`src/rtl/lwis_pkg.sv`:
```
// Shared types and constants for the liveness watchdog interlock supervisor.
`default_nettype none

package lwis_pkg;

    localparam int CFG_INDEX_WIDTH = 3;
    localparam int LIMIT_WIDTH     = 8;

    // Configuration register indexes
    localparam logic [CFG_INDEX_WIDTH-1:0] CFG_OUTPUT_STALE_LIMIT = 3'd0;
    localparam logic [CFG_INDEX_WIDTH-1:0] CFG_PID_STALE_LIMIT    = 3'd1;
    localparam logic [CFG_INDEX_WIDTH-1:0] CFG_TIMER_STALE_LIMIT  = 3'd2;
    localparam logic [CFG_INDEX_WIDTH-1:0] CFG_QUIET_WINDOW_TICKS = 3'd3;
    localparam logic [CFG_INDEX_WIDTH-1:0] CFG_DROPOUT_TICKS      = 3'd4;

    // Machine modes
    localparam logic [1:0] MODE_AWAIT_CONTACTOR = 2'd0;
    localparam logic [1:0] MODE_DISARMED        = 2'd1;
    localparam logic [1:0] MODE_ARMED           = 2'd2;

    // Reset values of the configuration registers
    localparam logic [LIMIT_WIDTH-1:0] RST_OUTPUT_STALE_LIMIT = 8'd2;
    localparam logic [LIMIT_WIDTH-1:0] RST_PID_STALE_LIMIT    = 8'd8;
    localparam logic [LIMIT_WIDTH-1:0] RST_TIMER_STALE_LIMIT  = 8'd8;
    localparam logic [LIMIT_WIDTH-1:0] RST_QUIET_WINDOW_TICKS = 8'd10;
    localparam logic [LIMIT_WIDTH-1:0] RST_DROPOUT_TICKS      = 8'd5;

    // Control from the top level to each stale tracker
    typedef struct packed {
        logic capture;  // load the last-seen value only
        logic update;   // track: load last-seen value and stale count
    } track_ctl_t;

    typedef struct packed {
        logic health_pulse;
        logic onchip_feed;
        logic fault_output_stale;
        logic fault_pid_stale;
        logic fault_timer_stall;
        logic fault_weld;
        logic interlock_ready;
        logic confirm_request;
        logic lost_request;
    } result_t;

endpackage

`default_nettype wire

```
`src/rtl/lwis_stale_track.sv`:
```
// Stale counter for one liveness sequence: last-seen value and saturating count.
`default_nettype none

module lwis_stale_track #(
    parameter int CMP_WIDTH   = 32,
    parameter int COUNT_WIDTH = 8
) (
    input  wire logic                               aclk,
    input  wire logic                               aresetn,
    input  wire lwis_pkg::track_ctl_t               ctl,
    input  wire logic [CMP_WIDTH-1:0]               cur_seq,
    input  wire logic [lwis_pkg::LIMIT_WIDTH-1:0]   limit,
    output logic                                    stale
);

    localparam int CMP_CNT_WIDTH =
        (COUNT_WIDTH > lwis_pkg::LIMIT_WIDTH) ? COUNT_WIDTH : lwis_pkg::LIMIT_WIDTH;

    logic [CMP_WIDTH-1:0]   last_reg;
    logic [COUNT_WIDTH-1:0] count_reg;
    logic [COUNT_WIDTH-1:0] count_next;

    always_comb begin
        if (cur_seq != last_reg) begin
            count_next = '0;
        end else if (count_reg == {COUNT_WIDTH{1'b1}}) begin
            count_next = count_reg;
        end else begin
            count_next = count_reg + COUNT_WIDTH'(1);
        end
    end

    assign stale = CMP_CNT_WIDTH'(count_next) > CMP_CNT_WIDTH'(limit);

    always_ff @(posedge aclk) begin
        if (!aresetn) begin
            last_reg  <= '0;
            count_reg <= '0;
        end else begin
            if (ctl.capture || ctl.update) begin
                last_reg <= cur_seq;
            end
            if (ctl.update) begin
                count_reg <= count_next;
            end
        end
    end

endmodule

`default_nettype wire

```
`src/rtl/liveness_watchdog_interlock_supervisor.sv`:
```
// Top level of the liveness watchdog and contactor interlock supervisor.
//
// Usage: each transfer on the s_ channel is one supervision tick carrying three
// liveness sequence samples, the contactor feedback, the machine mode and a
// fault-present flag. Each tick produces exactly one result transfer on the m_
// channel with the health pulse, watchdog feed, fault and request flags.
// The result register holds the outcome of an accepted tick from the next cycle.
// One tick per cycle is sustained while the receiver takes each result; the result
// register is the only stage, and a new tick is taken whenever that register is empty
// or drained in the same cycle. When the receiver stalls, the result holds and s_ready
// drops until it is taken.
// Configuration goes through the cfg_ channel (always ready); write it only
// while no tick is in flight. Indexes beyond the register list are ignored.
// Reset (aresetn low, synchronous) restores the register defaults, empties the
// result register and restarts the startup quiet window, during which only the
// weld fault and the interlock-ready request can be raised.
`default_nettype none

module liveness_watchdog_interlock_supervisor #(
    parameter int SEQ_WIDTH   = 32,
    parameter int COUNT_WIDTH = 8
) (
    input  wire logic                                     aclk,
    input  wire logic                                     aresetn,

    input  wire logic                                     cfg_valid,
    output logic                                          cfg_ready,
    input  wire logic [lwis_pkg::CFG_INDEX_WIDTH-1:0]     cfg_index,
    input  wire logic [lwis_pkg::LIMIT_WIDTH-1:0]         cfg_data,

    input  wire logic                                     s_valid,
    output logic                                          s_ready,
    input  wire logic [31:0]                              s_pid_seq,
    input  wire logic [31:0]                              s_output_seq,
    input  wire logic [31:0]                              s_timer_seq,
    input  wire logic                                     s_contactor_closed,
    input  wire logic [1:0]                               s_supervised_mode,
    input  wire logic                                     s_fault_present,

    output logic                                          m_valid,
    input  wire logic                                     m_ready,
    output logic                                          m_health_pulse,
    output logic                                          m_onchip_feed,
    output logic                                          m_fault_output_stale,
    output logic                                          m_fault_pid_stale,
    output logic                                          m_fault_timer_stall,
    output logic                                          m_fault_weld,
    output logic                                          m_interlock_ready,
    output logic                                          m_confirm_request,
    output logic                                          m_lost_request
);

    localparam int LW        = lwis_pkg::LIMIT_WIDTH;
    localparam int CMP_WIDTH = (SEQ_WIDTH < 32) ? SEQ_WIDTH : 32;
    localparam int CMP_CNT_WIDTH = (COUNT_WIDTH > LW) ? COUNT_WIDTH : LW;

    // Configuration registers
    logic [LW-1:0] output_limit_reg;
    logic [LW-1:0] pid_limit_reg;
    logic [LW-1:0] timer_limit_reg;
    logic [LW-1:0] quiet_ticks_reg;
    logic [LW-1:0] dropout_ticks_reg;

    // Supervision state
    logic                   quiet_reg;
    logic                   quiet_next;
    logic [LW-1:0]          quiet_count_reg;
    logic [LW-1:0]          quiet_count_next;
    logic [COUNT_WIDTH-1:0] dropout_count_reg;
    logic [COUNT_WIDTH-1:0] dropout_count_next;

    logic                   m_valid_reg;
    lwis_pkg::result_t      res_reg;
    lwis_pkg::result_t      res_next;

    logic                   accept;
    lwis_pkg::track_ctl_t   track_ctl;
    logic                   quiet_done;
    logic                   stale_out;
    logic                   stale_pid;
    logic                   stale_tmr;
    logic                   alive;
    logic                   healthy;

    assign cfg_ready = 1'b1;
    assign s_ready   = !m_valid_reg || m_ready;
    assign accept    = s_valid && s_ready;

    always_ff @(posedge aclk) begin
        if (!aresetn) begin
            output_limit_reg  <= lwis_pkg::RST_OUTPUT_STALE_LIMIT;
            pid_limit_reg     <= lwis_pkg::RST_PID_STALE_LIMIT;
            timer_limit_reg   <= lwis_pkg::RST_TIMER_STALE_LIMIT;
            quiet_ticks_reg   <= lwis_pkg::RST_QUIET_WINDOW_TICKS;
            dropout_ticks_reg <= lwis_pkg::RST_DROPOUT_TICKS;
        end else if (cfg_valid) begin
            case (cfg_index)
                lwis_pkg::CFG_OUTPUT_STALE_LIMIT: output_limit_reg  <= cfg_data;
                lwis_pkg::CFG_PID_STALE_LIMIT:    pid_limit_reg     <= cfg_data;
                lwis_pkg::CFG_TIMER_STALE_LIMIT:  timer_limit_reg   <= cfg_data;
                lwis_pkg::CFG_QUIET_WINDOW_TICKS: quiet_ticks_reg   <= cfg_data;
                lwis_pkg::CFG_DROPOUT_TICKS:      dropout_ticks_reg <= cfg_data;
                default: ;
            endcase
        end
    end

    // Quiet window: counts open ticks; a closed contactor ends it with a weld fault
    always_comb begin
        quiet_count_next = quiet_count_reg;
        if (!s_contactor_closed && quiet_count_reg != {LW{1'b1}}) begin
            quiet_count_next = quiet_count_reg + LW'(1);
        end
    end

    assign quiet_done = s_contactor_closed || (quiet_count_next >= quiet_ticks_reg);

    assign track_ctl.capture = accept && quiet_reg && quiet_done;
    assign track_ctl.update  = accept && !quiet_reg;

    lwis_stale_track #(
        .CMP_WIDTH   (CMP_WIDTH),
        .COUNT_WIDTH (COUNT_WIDTH)
    ) u_track_out (
        .aclk    (aclk),
        .aresetn (aresetn),
        .ctl     (track_ctl),
        .cur_seq (s_output_seq[CMP_WIDTH-1:0]),
        .limit   (output_limit_reg),
        .stale   (stale_out)
    );

    lwis_stale_track #(
        .CMP_WIDTH   (CMP_WIDTH),
        .COUNT_WIDTH (COUNT_WIDTH)
    ) u_track_pid (
        .aclk    (aclk),
        .aresetn (aresetn),
        .ctl     (track_ctl),
        .cur_seq (s_pid_seq[CMP_WIDTH-1:0]),
        .limit   (pid_limit_reg),
        .stale   (stale_pid)
    );

    lwis_stale_track #(
        .CMP_WIDTH   (CMP_WIDTH),
        .COUNT_WIDTH (COUNT_WIDTH)
    ) u_track_tmr (
        .aclk    (aclk),
        .aresetn (aresetn),
        .ctl     (track_ctl),
        .cur_seq (s_timer_seq[CMP_WIDTH-1:0]),
        .limit   (timer_limit_reg),
        .stale   (stale_tmr)
    );

    assign alive   = !stale_out && !stale_pid && !stale_tmr;
    assign healthy = alive && !s_fault_present;

    always_comb begin
        res_next           = '0;
        quiet_next         = quiet_reg;
        dropout_count_next = dropout_count_reg;
        if (quiet_reg) begin
            res_next.fault_weld      = s_contactor_closed;
            res_next.interlock_ready = !s_contactor_closed && quiet_done;
            quiet_next               = !quiet_done;
        end else begin
            res_next.onchip_feed        = alive;
            res_next.health_pulse       = healthy;
            res_next.fault_output_stale = stale_out;
            res_next.fault_pid_stale    = stale_pid;
            res_next.fault_timer_stall  = stale_tmr;
            if (healthy) begin
                dropout_count_next = '0;
                if (s_supervised_mode == lwis_pkg::MODE_AWAIT_CONTACTOR) begin
                    res_next.confirm_request = s_contactor_closed;
                end else begin
                    res_next.lost_request = !s_contactor_closed &&
                        (s_supervised_mode == lwis_pkg::MODE_DISARMED ||
                         s_supervised_mode == lwis_pkg::MODE_ARMED);
                end
            end else if (CMP_CNT_WIDTH'(dropout_count_reg) <=
                         CMP_CNT_WIDTH'(dropout_ticks_reg)) begin
                if (dropout_count_reg != {COUNT_WIDTH{1'b1}}) begin
                    dropout_count_next = dropout_count_reg + COUNT_WIDTH'(1);
                end
            end else begin
                // past the drop-out deadline: contactor still closed means weld
                res_next.fault_weld = s_contactor_closed;
            end
        end
    end

    always_ff @(posedge aclk) begin
        if (!aresetn) begin
            quiet_reg         <= 1'b1;
            quiet_count_reg   <= '0;
            dropout_count_reg <= '0;
            m_valid_reg       <= 1'b0;
        end else begin
            if (accept) begin
                quiet_reg         <= quiet_next;
                dropout_count_reg <= dropout_count_next;
                if (quiet_reg) begin
                    quiet_count_reg <= quiet_count_next;
                end
                m_valid_reg <= 1'b1;
            end else if (m_ready) begin
                m_valid_reg <= 1'b0;
            end
        end
    end

    always_ff @(posedge aclk) begin
        if (accept) begin
            res_reg <= res_next;
        end
    end

    assign m_valid              = m_valid_reg;
    assign m_health_pulse       = res_reg.health_pulse;
    assign m_onchip_feed        = res_reg.onchip_feed;
    assign m_fault_output_stale = res_reg.fault_output_stale;
    assign m_fault_pid_stale    = res_reg.fault_pid_stale;
    assign m_fault_timer_stall  = res_reg.fault_timer_stall;
    assign m_fault_weld         = res_reg.fault_weld;
    assign m_interlock_ready    = res_reg.interlock_ready;
    assign m_confirm_request    = res_reg.confirm_request;
    assign m_lost_request       = res_reg.lost_request;

    // Once the quiet window ends it never restarts without reset
    a_quiet_no_reentry: assert property (@(posedge aclk) disable iff (!aresetn)
        !quiet_reg |=> !quiet_reg)
        else $error("quiet window re-entered");

    // The drop-out counter only runs after the quiet window
    a_dropout_idle_in_quiet: assert property (@(posedge aclk) disable iff (!aresetn)
        quiet_reg |-> dropout_count_reg == '0)
        else $error("drop-out counter moved during quiet window");

    // A health pulse is only sent when the watchdog is fed
    a_pulse_implies_feed: assert property (@(posedge aclk) disable iff (!aresetn)
        m_valid_reg && res_reg.health_pulse |-> res_reg.onchip_feed)
        else $error("health pulse without watchdog feed");

    // A stale fault always withholds the watchdog feed
    a_stale_blocks_feed: assert property (@(posedge aclk) disable iff (!aresetn)
        m_valid_reg && (res_reg.fault_output_stale || res_reg.fault_pid_stale ||
                        res_reg.fault_timer_stall) |-> !res_reg.onchip_feed)
        else $error("watchdog fed with a stale source");

    // Confirm and lost requests are exclusive and need the health pulse
    a_requests_exclusive: assert property (@(posedge aclk) disable iff (!aresetn)
        m_valid_reg && (res_reg.confirm_request || res_reg.lost_request) |->
            res_reg.health_pulse && !(res_reg.confirm_request && res_reg.lost_request))
        else $error("contactor request without health or both requests");

endmodule

`default_nettype wire
```
`config.mk`:
```
export PLATFORM = sky130hd
export DESIGN_NAME = liveness_watchdog_interlock_supervisor
export DESIGN_NICKNAME = d
export VERILOG_FILES = /design/src/rtl/lwis_pkg.sv /design/src/rtl/lwis_stale_track.sv /design/src/rtl/liveness_watchdog_interlock_supervisor.sv
export SDC_FILE = /design/constraint.sdc
export NUM_CORES = 1
export LEC_CHECK = 0
export ABC_AREA = 1
export BUFFER_PORTS_ARGS = -buffer_cell sky130_fd_sc_hd__buf_4
export CELL_PAD_IN_SITES_DETAIL_PLACEMENT = 0
export CELL_PAD_IN_SITES_GLOBAL_PLACEMENT = 2
export CORE_UTILIZATION = 36
export CTS_BUF_LIST = sky130_fd_sc_hd__clkbuf_8 sky130_fd_sc_hd__clkbuf_16
export CTS_CLUSTER_DIAMETER = 80
export DETAILED_ROUTE_END_ITERATION = 10
export GPL_TIMING_DRIVEN = 0
export PLACE_DENSITY_LB_ADDON = 0.1
export REMOVE_ABC_BUFFERS = 1
export SKIP_CTS_REPAIR_TIMING = 1
export SKIP_LAST_GASP = 1
export SLEW_MARGIN = 20
export SYNTH_ARGS = -nofsm -noshare
export SYNTH_HDL_FRONTEND = slang
export SYNTH_HIERARCHICAL = 1
export SYNTH_SLANG_ARGS = --single-unit
```
`constraint.sdc`:
```
create_clock -name aclk -period 4.9 [get_ports aclk]
set_clock_uncertainty 0.2 [all_clocks]
set_input_delay 0.49 -clock aclk [delete_from_list [all_inputs] [get_ports aclk]]
set_output_delay 0.49 -clock aclk [all_outputs]
set_load 0.05 [all_outputs]
```
==> flow_summary.toml <==
[synth]
synth_edf_count = 9
postSynthCellCount = 1491
yosysSeqAreaShare_pct = 36.1
syn_area_per_cell_um2 = 7.13
synth_seq_cells = 187
synth_most_common_cell = "nand2_1"
synth_commonest_cells = "nand2_1, nor2_1, inv_1"
synth_warnings = 6
synthFlopType = "dfxtp_1"
ys_types = 38
synth_top_cells_by_area = "dfxtp_1, nand2_1, nor2_1, o21ai_0, inv_1"
yosysTopAreaCell = "dfxtp_1"
async_flop_share_pct = 0
synth_area_um2 = 10600
yosysTopAreaCellShare_pct = 33.5

[floorplanning]
coreArea_um2 = 28900
dieArea_um2 = 30200
die_w_um = 174
fp-row-count = 62
start_util_pct = 36.8
boundaryPins = 128
die_y_um = 174

[power]
p_per_area_nw_per_um2 = 315
power_leakage_uw = 0.00591
ir_worst_vdd_v = 0.000238
total_power_uw = 3950

[critical_path]
criticalPathCategory = "register to register"
critPathMaxStageDelay_ns = 0.42
r2r-start = "quiet_count_reg[0]"
worst_path_dominant_cell_family = "simple AND/OR/NAND/NOR gates"
crit_path_start_kind = "register"
cp.required_ns = 5.02
crit_fanout = 25
slowest_stage = "nor2_4"
arrival_ns = 4.16
end_kind = "register"
reg2reg_depth = 18
cp.depth = 18
path_cells = "ha_1, nand3_2, nor3_2, a21oi_1, nand2_1, o21ai_1, inv_1, ha_1, a21oi_1, o21a_1, nand4_1, nand2_1, inv_1, nor2_4, buf_16, inv_1, nor2_1, nor2_1"
cpMostUsedCell = "inv_1"
worstSetupStartpoint = "quiet_count_reg[0]"
path_buf_inv = 4

[hold_path]
hold_path_startpoint = "s_timer_seq[15]"
hold_depth = 3
hold_class = "input port to register"

[routing]
drtAntennaViolNets = 0
vias = 9017
drt_iter0_drc = 408
drc = 0
vias_per_cell = 4.53
wire_per_inst_um = 12.2
wirelength_um = 24300
drt_first_pass_iters = 4

[final_layout]
multi_input_area_um2 = 5830
regArea_um2 = 3830
drive_above_1_share_pct = 17.8
fillers = 3049
layout.nets = 1756
antennaDiodeCount = 0
fin_util_pct = 43.5
final_cells = 1991
design_area_um2 = 12600
area_growth_pct = 18.1

[placed_design]
hpwlAfterDp_um = 17000
port_buffers = 126
gp_congestion = 0.748
dp.cells = 1959
placed_cell_area_um2 = 12000

[timing]
fmax_mhz = 248
post-route-period-util_pct = 82.4
hold_viol_final = 0
setup_viol = 0
worst_pin_slew_ns = 0.751
slew_headroom_pct = 49.8
final-max-slew-violation-count = 0
rsz0062_at_grt = "no"
fin_crit_ns = 4.04
fin_tns_setup_ns = 0

[status]
status = "finished, final reports clean"

[global_route]
grt_overflow = 0
grt_pass1_wl_um = 41100
grt_usage_pct = 16.5
grt_pass1_vias = 8612
antenna_found_initial = 0
grt_max_degree = 96

[clock_network]
cts_tree = "yes"
clkSlewWorstSetupHoldPaths_ns = 0.08
htreeDepth = 4
cts_buffers = 17
clockRootBuffer = "clkbuf_16"
cts.sinks = 187
clk_latency_ns = 0.44
clockBufferDepth = 2

[flow_run]
drv_cap = 0
tightest hold or removal path: cells and delay by family:
| family | cells | cell delay [ns] |
|---|---|---|
| AND/OR/NAND/NOR | 1 | 0.07 |
| buffers and inverters | 1 | 0.09 |
| AO/OA/AOI/OAI | 1 | 0.07 |
per-layer routing:
layer  routed length, µm  vias to the layer above  track usage (%)
met4                 210                        0             4.09
li1                    -                     4940                -
met5                   0                        -                0
met1               11900                     3970             21.1
met3                 845                       11             3.57
met2               11400                       96             28.2
cell usage in the layout (no fill, tap or decap), types with 2 or more instances in the layout:
cell type	count
clkinv_4	3
nand2_2	12
nor2_8	6
inv_1	180
a21oi_4	2
clkinv_1	2
nor2_1	227
buf_16	4
or2_1	3
nand3_4	3
inv_2	28
nor2_4	4
buf_4	125
a21oi_2	25
nor2_2	4
xor2_1	9
bufinv_16	2
nor3_4	5
nand4_1	17
xnor2_1	67
o211ai_1	2
o21bai_1	3
clkbuf_16	17
dfxtp_1	178
o21ai_0	152
clkinv_2	2
nand3_2	34
inv_6	3
nand2_1	279
o21a_1	2
edfxtp_1	9
nor3_1	8
a21oi_1	80
nand3_1	33
ha_1	46
clkinvlp_4	2
o21ai_1	21
final cells by class:
type / count / share of cell area [%]
well taps: 384 / 3.83
clock inverters: 15 / 1.19
inverters: 208 / 6.24
flip-flops and latches: 187 / 30.5
multi-input cells: 1050 / 46.4
repair buffers: 130 / 8.44
clock buffers: 17 / 3.39
cell families (layout without fill, tap and decap cells):
logic type	count (synthesis)	in the layout	synth area share, %
AND/OR/NAND/NOR	639	639	28.1
AO/OA/AOI/OAI	288	288	14.8
buffers and inverters	254	370	9.31
flip-flops	187	187	36.1
XOR/XNOR	76	76	6.26
adder cells (fa/ha/maj)	46	46	5.41
other	1	1	0.0353
power by group:
group          switching (µW)  internal (µW)  leakage (µW)
combinational             435            325       0.00407
sequential               99.6           1680       0.00155
clock                     657            753      0.000280
final timing paths:
path | endpoint | slack [ns]
max | u_track_pid/last_reg[8] | 0.86
min | u_track_tmr/last_reg[15] | 0.12
max reg2reg | u_track_pid/last_reg[8] | 0.86
min reg2reg | u_track_tmr/last_reg[0] | 0.26
metrics by stage:
stage	setup slack [ns]	hold WS, ns
after floorplan	1.25	0.229
after global placement	-0.365	0.244
after global routing	0.391	0.113
after detailed placement	0.797	0.248
after CTS	0.781	0.0891
final	0.863	0.115
(Power assumes the default switching activity.)
